--- config.mk ---
export PLATFORM = sky130hd
export DESIGN_NAME = byte_stream_lexer_core
export DESIGN_NICKNAME = d
export VERILOG_FILES = /design/src/design/bsl_pkg.sv /design/src/design/bsl_scan.sv /design/src/design/bsl_tok_fifo.sv /design/src/design/byte_stream_lexer_core.sv
export SDC_FILE = /design/constraint.sdc
export NUM_CORES = 1
export LEC_CHECK = 0
export BUFFER_PORTS_ARGS = -buffer_cell sky130_fd_sc_hd__buf_2
export CELL_PAD_IN_SITES_DETAIL_PLACEMENT = 0
export CELL_PAD_IN_SITES_GLOBAL_PLACEMENT = 1
export CORE_ASPECT_RATIO = 1.2
export CORE_MARGIN = 1.5
export CORE_UTILIZATION = 37
export DETAILED_ROUTE_END_ITERATION = 16
export GPL_TIMING_DRIVEN = 1
export HOLD_SLACK_MARGIN = 0.12
export PLACE_DENSITY_LB_ADDON = 0.1
export SETUP_SLACK_MARGIN = 0.5
export SYNTH_ARGS = -nofsm -noshare
export SYNTH_HDL_FRONTEND = slang
export SYNTH_HIERARCHICAL = 1
export SYNTH_SLANG_ARGS = --single-unit
--- constraint.sdc ---
create_clock -name clk -period 8.05 [get_ports clk]
set_input_delay 1.2075 -clock clk [delete_from_list [all_inputs] [get_ports clk]]
set_output_delay 1.2075 -clock clk [all_outputs]
set_load 0.03 [all_outputs]
--- src/design/bsl_pkg.sv ---
// Shared types and constants for the byte stream lexer.
// No dependencies; imported by every module of the block.
`timescale 1ns / 1ps
`default_nettype none

package bsl_pkg;

	// Request payload: one source byte
	typedef struct packed {
		logic [7:0] input_byte;
		logic       end_of_input;
	} in_req_t;

	// Result payload: one token
	typedef struct packed {
		logic [4:0]  token_kind;
		logic [15:0] token_offset;
		logic [15:0] token_length;
		logic        last_of_run;
	} tok_t;

	// Token kinds
	localparam logic [4:0] KIND_DOT        = 5'd6;
	localparam logic [4:0] KIND_OPBASE     = 5'd11;
	localparam logic [4:0] KIND_BANG_EQ    = 5'd12;
	localparam logic [4:0] KIND_EQ_EQ      = 5'd14;
	localparam logic [4:0] KIND_LESS_EQ    = 5'd16;
	localparam logic [4:0] KIND_GREATER_EQ = 5'd18;
	localparam logic [4:0] KIND_IDENT      = 5'd19;
	localparam logic [4:0] KIND_NUMBER     = 5'd20;
	localparam logic [4:0] KIND_LET        = 5'd21;
	localparam logic [4:0] KIND_ERROR      = 5'd22;
	localparam logic [4:0] KIND_EOF        = 5'd23;

	// Characters with special meaning
	localparam logic [7:0] CH_NUL        = 8'h00;
	localparam logic [7:0] CH_L          = 8'h6C;
	localparam logic [7:0] CH_E          = 8'h65;
	localparam logic [7:0] CH_T          = 8'h74;
	localparam logic [7:0] CH_EQ         = 8'h3D;
	localparam logic [7:0] CH_DOT        = 8'h2E;
	localparam logic [7:0] CH_UNDERSCORE = 8'h5F;

	localparam logic [15:0] LEN_MAX = 16'hFFFF;

	// Up to three tokens per byte
	localparam int MAX_TOK = 3;

	// Token queue geometry
	localparam int TQ_DEPTH = 8;
	localparam int TQ_PTR_W = 3;
	localparam int TQ_CNT_W = 4;

endpackage

`default_nettype wire

--- src/design/bsl_scan.sv ---
// Scanner state and per-byte token decision for the byte stream lexer.
// Depends on bsl_pkg for payload types, token kinds and characters.
`timescale 1ns / 1ps
`default_nettype none

module bsl_scan
	import bsl_pkg::*;
#(
	parameter int POS_WIDTH = 16
) (
	input  wire logic                 clk,
	input  wire logic                 arst_n,
	input  wire logic                 step,
	input  wire in_req_t              req,
	output tok_t [MAX_TOK-1:0]        toks,
	output logic [1:0]                tok_cnt
);

	typedef enum logic [5:0] {
		MODE_IDLE   = 6'b000001,
		MODE_IDENT  = 6'b000010,
		MODE_NUM    = 6'b000100,
		MODE_NUMDOT = 6'b001000,
		MODE_FRAC   = 6'b010000,
		MODE_OP     = 6'b100000
	} mode_t;

	mode_t                 mode_q, mode_n;
	logic [1:0]            pend_op_q, pend_op_n;
	logic [POS_WIDTH-1:0]  start_pos_q, start_pos_n;
	logic [POS_WIDTH-1:0]  cur_pos_q, cur_pos_n;
	logic [1:0]            kw_prog_q, kw_prog_n;
	logic                  kw_alive_q, kw_alive_n;
	logic [15:0]           open_len_q, open_len_n;

	logic [7:0] c;
	logic       is_end, is_ws, is_alpha, is_digit, punct_hit, op_hit;
	logic [3:0] punct_idx;
	logic [1:0] op_idx;

	function automatic logic [15:0] sat_add(input logic [15:0] len, input logic [1:0] by);
		logic [16:0] s;
		s = {1'b0, len} + 17'(by);
		return s[16] ? LEN_MAX : s[15:0];
	endfunction

	function automatic tok_t mk_tok(input logic [4:0] kind, input logic [15:0] off,
		input logic [15:0] len);
		tok_t t;
		t.token_kind   = kind;
		t.token_offset = off;
		t.token_length = len;
		t.last_of_run  = 1'b0;
		return t;
	endfunction

	// Character classes
	always_comb begin
		c        = req.input_byte;
		is_end   = req.end_of_input || (c == CH_NUL);
		is_ws    = (c == 8'h20) || (c == 8'h09) || (c == 8'h0D) || (c == 8'h0A);
		is_alpha = (c inside {[8'h61:8'h7A], [8'h41:8'h5A]}) || (c == CH_UNDERSCORE);
		is_digit = c inside {[8'h30:8'h39]};
		punct_hit = 1'b1;
		case (c)
			8'h28:   punct_idx = 4'd0;
			8'h29:   punct_idx = 4'd1;
			8'h7B:   punct_idx = 4'd2;
			8'h7D:   punct_idx = 4'd3;
			8'h3B:   punct_idx = 4'd4;
			8'h2C:   punct_idx = 4'd5;
			8'h2E:   punct_idx = 4'd6;
			8'h2D:   punct_idx = 4'd7;
			8'h2B:   punct_idx = 4'd8;
			8'h2F:   punct_idx = 4'd9;
			8'h2A:   punct_idx = 4'd10;
			default: begin
				punct_idx = 4'd0;
				punct_hit = 1'b0;
			end
		endcase
		op_hit = 1'b1;
		case (c)
			8'h21:   op_idx = 2'd0;
			CH_EQ:   op_idx = 2'd1;
			8'h3C:   op_idx = 2'd2;
			8'h3E:   op_idx = 2'd3;
			default: begin
				op_idx = 2'd0;
				op_hit = 1'b0;
			end
		endcase
	end

	// Next state and emitted tokens for the current byte
	always_comb begin
		logic                 rescan;
		logic                 start_en;
		logic [1:0]           cnt;
		logic [POS_WIDTH-1:0] p;
		logic [15:0]          p_off;
		logic [POS_WIDTH-1:0] dot_pos;
		tok_t [MAX_TOK-1:0]   tk;

		rescan   = 1'b0;
		start_en = 1'b0;
		cnt      = 2'd0;
		tk       = '0;
		p        = cur_pos_q;
		p_off    = 16'(p);
		dot_pos  = p - {{(POS_WIDTH-1){1'b0}}, 1'b1};

		mode_n      = mode_q;
		pend_op_n   = pend_op_q;
		start_pos_n = start_pos_q;
		cur_pos_n   = cur_pos_q;
		kw_prog_n   = kw_prog_q;
		kw_alive_n  = kw_alive_q;
		open_len_n  = open_len_q;

		// Continue the open token
		if (!is_end) begin
			case (mode_q)
				MODE_IDENT: begin
					if (is_alpha || is_digit) begin
						open_len_n = sat_add(open_len_q, 2'd1);
						if (kw_alive_q) begin
							if (kw_prog_q == 2'd1 && c == CH_E)
								kw_prog_n = 2'd2;
							else if (kw_prog_q == 2'd2 && c == CH_T)
								kw_prog_n = 2'd3;
							else
								kw_alive_n = 1'b0;
						end
					end else begin
						rescan = 1'b1;
					end
				end
				MODE_NUM: begin
					if (is_digit)
						open_len_n = sat_add(open_len_q, 2'd1);
					else if (c == CH_DOT)
						mode_n = MODE_NUMDOT;
					else
						rescan = 1'b1;
				end
				MODE_NUMDOT: begin
					if (is_digit) begin
						open_len_n = sat_add(open_len_q, 2'd2);
						mode_n     = MODE_FRAC;
					end else begin
						rescan = 1'b1;
					end
				end
				MODE_FRAC: begin
					if (is_digit)
						open_len_n = sat_add(open_len_q, 2'd1);
					else
						rescan = 1'b1;
				end
				MODE_OP: begin
					if (c == CH_EQ) begin
						tk[cnt] = mk_tok(KIND_OPBASE + {2'b00, pend_op_q, 1'b1},
							16'(start_pos_q), 16'd2);
						cnt     = cnt + 2'd1;
						mode_n  = MODE_IDLE;
					end else begin
						rescan = 1'b1;
					end
				end
				default: start_en = 1'b1;
			endcase
		end

		// Close the open token
		if (is_end || rescan) begin
			case (mode_q)
				MODE_IDENT: begin
					tk[cnt] = mk_tok((kw_alive_q && kw_prog_q == 2'd3) ? KIND_LET : KIND_IDENT,
						16'(start_pos_q), open_len_q);
					cnt     = cnt + 2'd1;
				end
				MODE_NUM, MODE_FRAC: begin
					tk[cnt] = mk_tok(KIND_NUMBER, 16'(start_pos_q), open_len_q);
					cnt     = cnt + 2'd1;
				end
				MODE_NUMDOT: begin
					tk[cnt] = mk_tok(KIND_NUMBER, 16'(start_pos_q), open_len_q);
					cnt     = cnt + 2'd1;
					tk[cnt] = mk_tok(KIND_DOT, 16'(dot_pos), 16'd1);
					cnt     = cnt + 2'd1;
				end
				MODE_OP: begin
					tk[cnt] = mk_tok(KIND_OPBASE + {2'b00, pend_op_q, 1'b0},
						16'(start_pos_q), 16'd1);
					cnt     = cnt + 2'd1;
				end
				default: ;
			endcase
			mode_n = MODE_IDLE;
		end

		// Scan the byte from idle
		if (rescan || start_en) begin
			if (!is_ws) begin
				start_pos_n = p;
				open_len_n  = 16'd1;
				if (is_alpha) begin
					mode_n     = MODE_IDENT;
					kw_alive_n = (c == CH_L);
					kw_prog_n  = 2'd1;
				end else if (is_digit) begin
					mode_n = MODE_NUM;
				end else if (punct_hit) begin
					tk[cnt] = mk_tok({1'b0, punct_idx}, p_off, 16'd1);
					cnt     = cnt + 2'd1;
				end else if (op_hit) begin
					mode_n    = MODE_OP;
					pend_op_n = op_idx;
				end else begin
					tk[cnt] = mk_tok(KIND_ERROR, p_off, 16'd1);
					cnt     = cnt + 2'd1;
				end
			end
		end

		// End of source: eof and restart at offset zero
		if (is_end) begin
			tk[cnt]     = mk_tok(KIND_EOF, p_off, 16'd0);
			cnt         = cnt + 2'd1;
			cur_pos_n   = '0;
			start_pos_n = '0;
			open_len_n  = 16'd0;
			kw_prog_n   = 2'd0;
			kw_alive_n  = 1'b0;
		end else begin
			cur_pos_n = p + {{(POS_WIDTH-1){1'b0}}, 1'b1};
		end

		if (cnt != 2'd0)
			tk[cnt - 2'd1].last_of_run = 1'b1;

		toks    = tk;
		tok_cnt = cnt;
	end

	// Scanner state
	always_ff @(posedge clk or negedge arst_n) begin
		if (!arst_n) begin
			mode_q      <= MODE_IDLE;
			pend_op_q   <= 2'd0;
			start_pos_q <= '0;
			cur_pos_q   <= '0;
			kw_prog_q   <= 2'd0;
			kw_alive_q  <= 1'b0;
			open_len_q  <= 16'd0;
		end else if (step) begin
			mode_q      <= mode_n;
			pend_op_q   <= pend_op_n;
			start_pos_q <= start_pos_n;
			cur_pos_q   <= cur_pos_n;
			kw_prog_q   <= kw_prog_n;
			kw_alive_q  <= kw_alive_n;
			open_len_q  <= open_len_n;
		end
	end

endmodule

`default_nettype wire

--- src/design/bsl_tok_fifo.sv ---
// Token queue: takes up to three tokens a cycle, delivers one a cycle while token_stall is low.
// Depends on bsl_pkg for the token type and queue geometry.
`timescale 1ns / 1ps
`default_nettype none

module bsl_tok_fifo
	import bsl_pkg::*;
(
	input  wire logic               clk,
	input  wire logic               arst_n,
	input  wire logic [1:0]         push_cnt,
	input  wire tok_t [MAX_TOK-1:0] push_data,
	output logic                    room,
	output logic                    token_valid,
	input  wire logic               token_stall,
	output tok_t                    token
);

	tok_t                mem [TQ_DEPTH];
	logic [TQ_PTR_W-1:0] wptr_q, rptr_q;
	logic [TQ_CNT_W-1:0] cnt_q;
	logic                pop;

	// Room for a full burst of tokens
	assign room        = cnt_q <= TQ_CNT_W'(TQ_DEPTH - MAX_TOK);
	assign token_valid = cnt_q != '0;
	assign token       = mem[rptr_q];
	assign pop         = token_valid && !token_stall;

	// Storage
	always_ff @(posedge clk) begin
		for (int k = 0; k < MAX_TOK; k++) begin
			if (2'(k) < push_cnt)
				mem[wptr_q + TQ_PTR_W'(k)] <= push_data[k];
		end
	end

	// Pointers and fill count
	always_ff @(posedge clk or negedge arst_n) begin
		if (!arst_n) begin
			wptr_q <= '0;
			rptr_q <= '0;
			cnt_q  <= '0;
		end else begin
			wptr_q <= wptr_q + TQ_PTR_W'(push_cnt);
			rptr_q <= rptr_q + TQ_PTR_W'(pop);
			cnt_q  <= cnt_q + TQ_CNT_W'(push_cnt) - TQ_CNT_W'(pop);
		end
	end

endmodule

`default_nettype wire

--- src/design/byte_stream_lexer_core.sv ---
// Byte stream lexer: turns source bytes into tokens (kind, offset, length).
// A byte waits in the input register and is scanned once the queue has room;
// its tokens are queued and the queue head drives the output. Throughput: one
// byte per cycle while the 8-entry token queue has room for three tokens; the
// output side delivers one token per cycle while token_stall is low. Reset
// clears scanner state and queue. Depends on bsl_pkg, bsl_scan, bsl_tok_fifo.
`timescale 1ns / 1ps
`default_nettype none

module byte_stream_lexer_core
	import bsl_pkg::*;
#(
	parameter int POS_WIDTH = 16
) (
	input  wire logic    clk,
	input  wire logic    arst_n,
	input  wire logic    byte_valid,
	output logic         byte_stall,
	input  wire in_req_t byte_req,
	output logic         token_valid,
	input  wire logic    token_stall,
	output tok_t         token
);

	logic               valid_s1;
	in_req_t            req_s1;
	logic               room;
	logic               step;
	tok_t [MAX_TOK-1:0] toks;
	logic [1:0]         tok_cnt;

	assign step       = valid_s1 && room;
	assign byte_stall = valid_s1 && !room;

	// Input register
	always_ff @(posedge clk or negedge arst_n) begin
		if (!arst_n) begin
			valid_s1 <= 1'b0;
		end else if (!valid_s1 || room) begin
			valid_s1 <= byte_valid;
		end
	end

	always_ff @(posedge clk) begin
		if (byte_valid && !byte_stall)
			req_s1 <= byte_req;
	end

	bsl_scan #(
		.POS_WIDTH(POS_WIDTH)
	) u_scan (
		.clk     (clk),
		.arst_n  (arst_n),
		.step    (step),
		.req     (req_s1),
		.toks    (toks),
		.tok_cnt (tok_cnt)
	);

	bsl_tok_fifo u_fifo (
		.clk         (clk),
		.arst_n      (arst_n),
		.push_cnt    (step ? tok_cnt : 2'd0),
		.push_data   (toks),
		.room        (room),
		.token_valid (token_valid),
		.token_stall (token_stall),
		.token       (token)
	);

endmodule

`default_nettype wire

# Word level (Yosys, flattened, before mapping)
# Memory sizes are Yosys's and may differ from the RTL's.
# Index checks and enable logic that the tools add are counted.
[classes]
add_sub_neg = 17
eq_ne = 32
n_mux = 108
n_reduce_logical = 41
bitwise_logic = 4
order_cmp = 20
[op_table]
columns = ["operator", "n"]
rows = [
  ["2-to-1 mux 114 bit", 9],
  ["bitwise mux 114 bit", 8],
  ["one-hot mux 114 bit (4 select lines)", 1],
  ["demux 38 bit (select 2 bit)", 5],
  ["2-to-1 mux 38 bit", 7],
  ["2-to-1 mux 16 bit", 12],
  ["== test 8 x 6 -> 1 bit (second input constant)", 14],
  ["2-to-1 mux 6 bit", 12],
  ["== test 8 x 7 -> 1 bit (second input constant)", 6],
  ["one-hot mux 16 bit (3 select lines)", 1],
  ["2-to-1 mux 2 bit", 20],
  ["one-hot mux 4 bit (10 select lines)", 1],
  ["2-to-1 mux 1 bit", 27],
  ["== test 8 x 4 -> 1 bit (second input constant)", 3],
  ["one-hot mux 6 bit (3 select lines)", 1],
  ["adder 16 x 1 -> 17 bit (second input constant)", 1],
  ["adder 16 x 2 -> 17 bit (second input constant)", 1],
  ["adder 16 x 1 -> 16 bit (second input constant)", 1],
  [">= comparator 8 x 7 -> 1 bit (second input constant)", 2],
  ["<= comparator 8 x 7 -> 1 bit (second input constant)", 2],
  ["subtractor 16 x 1 -> 16 bit (second input constant)", 1],
  ["logical AND 1 bit", 15],
  ["less-than comparator 2 x 3 -> 1 bit (second input constant)", 5],
  ["OR reduction 11 bit", 1],
  ["38 further kinds", 66],
]
[word_totals]
input_bits = 13
ram_bits = 304
register_bits = 79
mem_count = 1
out_inout_bits = 40
[memory_table]
columns = ["memory", "words", "word_bits", "read_ports", "rd_ports_with_merged_regs", "write_ports", "line", "source"]
rows = [
  ["u_fifo.mem", 8, 38, 1, 0, 3, "bsl_tok_fifo.sv:19", "tok_t mem [TQ_DEPTH];"],
]

# Logic depth before layout (Yosys ltp)
# Gate-level depths: netlist (run 1).
[logic_depth]
word_depth = 26
depth_mapped = 24
ltp_nobuf = 20

# By module
# Netlist (run 1), hierarchy kept.
[by_module_without_submodules]
columns = ["module", "area_each_um2", "seq_area_each_um2", "n_inst", "cells_each"]
rows = [
  ["bsl_tok_fifo", 21028.9, 9379.0, 1, 2185],
  ["bsl_scan", 6562.5, 1477.7, 1, 873],
  ["byte_stream_lexer_core", 346.6, 295.3, 1, 17],
]

# Worst setup path before layout (run 1)
# Ideal clock, no wire load.
[synth_path]
path_kind = "reg2reg"
from = "register req_s1[7] (netlist bit)"
to = "memory u_fifo/mem[3][0] (netlist bit) (enable)"
stages_incl_launch_ff = 21
arrival_time_ns = 6.834
setup_time_ns = 0.486
synth_period_minus_slack_ns = 7.320
path_slack_ns = 0.730
path_cell_list = "edfxtp_1 buf_6 or4b_1 buf_2 nor3_4 a211o_2 o211ai_4 nor2_1 o21ai_1 ha_1 mux2_2 ha_1 nand2_1 o311ai_4 inv_1 and3_1 buf_4 nand3b_1 buf_2 clkbuf_1 o21ai_0"
[synth_lines]
columns = ["item", "line", "source"]
rows = [
  ["from (decl)", "byte_stream_lexer_core.sv:26", "in_req_t req_s1;"],
  ["from (signal assigned)", "byte_stream_lexer_core.sv:46", "req_s1 <= byte_req;"],
  ["to (decl)", "bsl_tok_fifo.sv:19", ""],
]

==> reports/results.tsv, run 1 <==
stage	metric	value	unit
logic_synthesis	Post-Syn Area	27900	um2
placement	Final Wtd Congestion	0.867	
sta	Slew headroom	0.0554	
worst_setup_path	CP Max Fanout	68	
logic_synthesis	Yosys top cell by area	edfxtp_1	
routing	routed vias	25400	
run_status	run status	complete, no violations	
routing	Remaining DRCs	0	
grt	antenna violations before repair	0	
floorplanning	Starting Density	0.373	
placement	Placed Area	28400	um2
cts	Root Driver	clkbuf_16	
routing	Pre-antenna DRT Iters	6	
placement	DP Worst Slack	1300	ps
cells_and_area	Nets	2891	
logic_synthesis	Distinct cells, synth	110	
cts	clock buffer depth	3	
sta	Final Hold Vio Count	0	
routing	via/cell ratio	6.52	
sta	RSZ-0062 raised after global routing	no	
sta	Final WS setup	1210	ps
routing	First DRT Iteration DRCs	2567	
cells_and_area	layout cells sized above 1	0.140	
sta	post-layout min period	6840	ps
routing	final wirelength	111000	um
logic_synthesis	count leader, synth	nand2_1	
routing	Routed Antenna Nets	0	
worst_setup_path	CP required	8480	ps
cells_and_area	area delta synth->final	6.70	%
floorplanning	core box area	74900	um2
cts	Post-CTS Setup Inserts	0	
cells_and_area	post-layout util	0.398	
cts	Post-CTS Hold Buffers	0	
logic_synthesis	Mean Syn Cell Area	9.09	um2
worst_hold_path	Min-Delay Path Class	flop to flop	
pwr	Worst IR Drop VDD	0.000730	V
floorplanning	row cnt	110	
sta	Final Slew Violations	0	
sta	Clock Skew	20.7	ps
pwr	P per Cell Area	387	nW/um2
logic_synthesis	Seq/Total Area, Yosys	0.399	
cells_and_area	design area	29800	um2
cts	register clock-pin slew on the reported worst setup and hold paths	60	ps
pwr	Lkg Pwr	9.35	nW
grt	first-pass GRT wire length	162000	um
grt	largest net degree at the start of global routing	98	
grt	GRT Util Overall	0.281	
logic_synthesis	Synth Instances	3075	
logic_synthesis	async set or reset register ratio after synthesis	0.183	
worst_setup_path	Crit. End Element	flop	
worst_setup_path	CP startpoint kind	flop	
floorplanning	die extent in y	304	um
grt	vias in the first global route	24100	
cts	CTS resizes	0	
logic_synthesis	Area contributors post-synth	edfxtp_1 34%, a31oi_1 6.9%, o21ai_0 6.3%, dfrtp_1 6.2%, mux4_2 6.1%	
grt	grt ovf	0	
logic_synthesis	Post-synth EDFFs	313	
floorplanning	full die area	77200	um2
run	max_cap viols	0	
logic_synthesis	dominant synthesized flop cell	edfxtp_1	
routing	Wirelength per Cell	28.5	um
floorplanning	Die X	254	um
sta	Fin Hold WS	470	ps
floorplanning	Boundary Pins	53	
sta	final period utilization	0.850	
cts	total CTS buffers	46	
cts	worst skew pair latency	600	ps
cts	CTS tree	done	
logic_synthesis	Commonest cells post-synth	410 x nand2_1, 349 x o21ai_0, 322 x nor3_1	
sta	Post-Route Setup TNS	0	ps
logic_synthesis	top-area cell type share of the netlist area	0.336	
sta	setup violators final	0	
logic_synthesis	synthesis warning total	6	
sta	Worst Tran Pin Value	1400	ps
placement	Buffers on Ports	52	
worst_setup_path	CP Class	flop to flop	
cts	CTS sink count	383	
cts	htree depth	2	
worst_setup_path	crit path DAT	7270	ps
sta	fmax	0.146	GHz
logic_synthesis	Yosys reg bits	383	
placement	Post-DP HPWL	65000	um
path summary, 6_finish.rpt:
check                      slack [ps]        startpoint                     to  cells past startpoint
max                              1210         req_s1[7]       u_fifo/mem[2][7]                     18
min                               470  u_fifo/rptr_q[2]       u_fifo/rptr_q[2]                      1
max reg2reg                      1210         req_s1[7]       u_fifo/mem[2][7]                     18
min reg2reg                       470  u_fifo/rptr_q[2]       u_fifo/rptr_q[2]                      1
max in group asynchronous        6460            arst_n       u_fifo/rptr_q[0]                      2
min in group asynchronous         480            arst_n  u_scan/start_pos_q[4]                      1
per-stage QoR:
| stage | instances | power (mW) |
|---|---|---|
| detailed placement | 3812 | 9.43 |
| floorplan | 3104 | 7.36 |
| global placement | 3812 | 9.36 |
| global route | 3895 | 12.0 |
| CTS | 3895 | 11.5 |
| finish | 3898 | 11.5 |
state kept, by name, summed over array words and instances, names as in the netlist, 3 cells and up:
name / count
u_fifo/cnt_q: 4
u_scan/mode_q: 6
u_fifo/wptr_q: 3
u_scan/open_len_q: 16
u_fifo/rptr_q: 3
req_s1: 9
u_fifo/mem: 304
u_scan/cur_pos_q: 16
u_scan/start_pos_q: 16
worst max-delay path: stages (launching register included):
cell and delay, ps:
edfxtp_1 510, nand4bb_1 320, nor3_1 770, o22a_2 350, o211ai_4 140, nor2_1 420
o21ai_1 250, ha_1 360, mux2_2 320, ha_1 290, nand2_1 80, o311ai_4 120
inv_1 70, and3_4 350, nand3b_4 360, buf_4 680, buf_4 860, nor3_1 110
a31oi_1 200
routing by layer:
| layer | vias up | wire length [um] | global-route usage |
|---|---|---|---|
| li1 | 11200 | - | - |
| met1 | 12600 | 44900 | 0.368 |
| met2 | 1318 | 53600 | 0.467 |
| met3 | 243 | 8270 | 0.0371 |
| met4 | 0 | 4410 | 0.114 |
| met5 | - | 0 | 0 |
cells by family after synthesis:
family,Yosys count,share of synthesized area
AO/OA/AOI/OAI,946,0.209
XOR/XNOR,32,0.0100
adder cells (fa/ha/maj),27,0.0125
buffers and inverters,462,0.0759
flip-flops,383,0.399
multiplexers,121,0.0793
other,1,0.000134
AND/OR/NAND/NOR,1103,0.214
cells in the final DEF (no fill, tap or decap), drive strengths merged, types with 7 or more instances in the layout:
cell type,count
o21ai,431
nand2,411
nor3,324
edfxtp,313
a31oi,309
buf,117
and4b,77
mux4,76
dfrtp,69
clkbuf,61
a21oi,57
nor2,53
inv,44
mux2,42
and4,41
conb,30
nand3,30
xnor2,26
nor4bb,25
and2,24
ha,24
nand4,23
o31ai,23
clkinv,19
o22ai,18
and3,14
nand2b,14
and4bb,13
a22oi,12
a22o,12
nor4,12
o211ai,11
or2,11
a21o,7
where the power goes:
group	switching, mW	internal [mW]
sequential	0.391	2.81
combinational	4.56	1.72
clock	0.894	1.16
cell type report:
cell class | instances | area, um2
inverters | 45 | 169
multi-input cells | 2259 | 15000
repair buffers | 117 | 801
clock buffers | 61 | 1230
diodes | 3 | 7.51
fillers | 7389 | 45100
flip-flops and latches | 383 | 11200
well taps | 1008 | 1260
clock inverters | 22 | 183
(Power assumes the default switching activity.)
==> run 2, diff against run 1 <==
clock period = 5.93 ns   (was 8.05 ns; I/O delays follow)
==> run 2 against run 1 <==
Register-to-register slack worse by 480 ps; clock skew up 14 ps; global-route usage grew 0.15 points; non-clock buffer count up 27; highest routed layer unchanged; design area increased by 1.6%.
==> reports/results.tsv, run 2 (synthesis gave the netlist of run 1 again) <==
stage	metric	value	unit
floorplanning	Die X	254	um
grt	first-pass GRT wire length	164000	um
routing	Routed Antenna Nets	0	
cts	CTS tree	done	
run_status	run status	complete, no violations	
pwr	P per Cell Area	526	nW/um2
routing	Wirelength per Cell	28.3	um
sta	final period utilization	0.877	
sta	Worst Tran Pin Value	1260	ps
worst_setup_path	cells on worst reg2reg path	17	
floorplanning	row cnt	110	
worst_setup_path	Crit. End Element	flop	
placement	Placed Area	28700	um2
sta	Final Slew Violations	0	
cts	register clock-pin slew on the reported worst setup and hold paths	60	ps
pwr	Tot Pwr	15.9	mW
worst_hold_path	Min-Delay Path Class	primary input to async pin	
cts	clock buffer depth	3	
placement	Final Wtd Congestion	0.857	
cells_and_area	commonest non-fill, non-tap cell in the layout	nand2_1	
sta	RSZ-0062 raised after global routing	no	
grt	antenna violations before repair	2	
floorplanning	die extent in y	304	um
sta	fmax	0.192	GHz
cells_and_area	fillers	7441	
pwr	Lkg Pwr	9.60	nW
floorplanning	Boundary Pins	53	
cts	worst skew pair latency	620	ps
routing	final wirelength	111000	um
cts	CTS sink count	383	
cells_and_area	layout cells sized above 1	0.151	
sta	Final Hold Vio Count	0	
worst_setup_path	flop-to-flop setup slack	730	ps
worst_setup_path	crit path from	req_s1[5]	
grt	vias in the first global route	24600	
cts	total CTS buffers	45	
worst_setup_path	CP startpoint kind	flop	
cells_and_area	Biggest register	u_fifo/mem	
grt	grt ovf	0	
sta	Clock Skew	35.1	ps
grt	largest net degree at the start of global routing	115	
grt	routing usage on met2	0.456	
cells_and_area	Nets	2918	
sta	post-layout min period	5200	ps
grt	Top Usage Layer GRT	met2	
sta	Slew headroom	0.160	
worst_setup_path	worst reg2reg endpoint	u_fifo/mem[3][0]	
floorplanning	full die area	77200	um2
placement	Post-DP HPWL	64500	um
grt	met3 GRT Util	0.0427	
routing	First DRT Iteration DRCs	2925	
floorplanning	core box area	74900	um2
worst_setup_path	crit path DAT	5610	ps
cells_and_area	area delta synth->final	8.42	%
worst_setup_path	CP required	6330	ps
cells_and_area	post-layout util	0.405	
routing	via/cell ratio	6.56	
cells_and_area	max FFs per register	304	
worst_setup_path	CP Class	flop to flop	
routing	Pre-antenna DRT Iters	8	
cts	Root Driver	clkbuf_16	
sta	Post-Route Setup TNS	0	ps
sta	setup violators final	0	
cts	htree depth	2	
cts	Post-CTS Hold Buffers	0	
routing	Remaining DRCs	0	
placement	Buffers on Ports	52	
pwr	Worst IR Drop VDD	0.000665	V
cells_and_area	design area	30300	um2
grt	GRT Util Overall	0.283	
worst_setup_path	CP Max Fanout	27	
run	max_cap viols	0	
cells_and_area	most frequent cells in the layout	409 x nand2_1, 347 x o21ai_0, 321 x nor3_1	
worst_setup_path	worst r2r src	req_s1[5]	
routing	routed vias	25700	
grt	met1 Track Usage GR	0.379	
floorplanning	Starting Density	0.373	
[run 2: cell types whose count changed in the layout (fill, tap and decap cells not counted), sizes merged]
cell and delta:
diode -2, or3b +1, clkbuf -5, buf +26
clkinvlp +1, clkinv +1, bufinv +3
[run 2: what timing repair did]
item,4_1_cts,5_1_grt
pin swaps,1,0
endpoints found under the hold margin,0,0
gates cloned,1,0
buffers inserted,1,4
gates resized for setup,3,15
setup endpoints to repair,122,469
[run 2: how the worst max path moves through the flow]
stage                         to  slack, ps  cells past startpoint
4_1_cts         u_fifo/mem[5][0]        530                     17
3_3_place_gp   u_fifo/mem[1][23]        460                     17
3_5_place_dp    u_fifo/mem[5][6]        290                     16
2_1_floorplan   u_fifo/mem[1][0]        170                     20
6_report        u_fifo/mem[3][0]        730                     17
5_1_grt          u_fifo/cnt_q[3]        520                     20
[run 2: report_power, final]
| part | total, mW | internal (mW) | switching, mW |
|---|---|---|---|
| clock | 2.95 | 1.71 | 1.25 |
| sequential | 4.43 | 3.81 | 0.618 |
| combinational | 8.55 | 2.41 | 6.14 |
| total | 15.9 | 7.93 | 8.00 |
[run 2: cell type report]
class / count / area, um2 / area share
diodes: 1 / 2.50 / 0.0000826
clock buffers: 55 / 1200 / 0.0398
clock inverters: 27 / 307 / 0.0101
inverters: 45 / 169 / 0.00558
multi-input cells: 2260 / 15000 / 0.496
flip-flops and latches: 383 / 11200 / 0.369
well taps: 1008 / 1260 / 0.0416
repair buffers: 144 / 1160 / 0.0382
[run 2: worst max-delay path, cell delays in order, from the launching register on]
cell and delay (ps):
edfxtp_1 540, or4b_4 640, nor3_4 250, a211o_2 220
o211ai_4 120, nor2_1 180, o21ai_2 140, ha_1 330
mux2_2 320, ha_1 290, nand2_1 100, o311ai_4 130
inv_1 80, and3_4 360, nand3_4 170, or2_2 570
buf_12 290, a31oi_1 260
[run 2: metal layers]
metal,part of all wire,routed length (um),up-vias
met5,0,0,-
met4,0.039,4290,0
met3,0.083,9240,279
met2,0.47,52200,1418
met1,0.41,45500,12700
li1,-,-,11300
[run 2: metrics by stage]
| stage | hold slack (ps) | worst slack, ps | instances |
|---|---|---|---|
| floorplan | 477 | 167 | 3104 |
| global placement | 534 | 460 | 3834 |
| detailed placement | 544 | 293 | 3834 |
| CTS | 139 | 527 | 3918 |
| global route | 152 | 519 | 3922 |
| finish | 155 | 727 | 3923 |
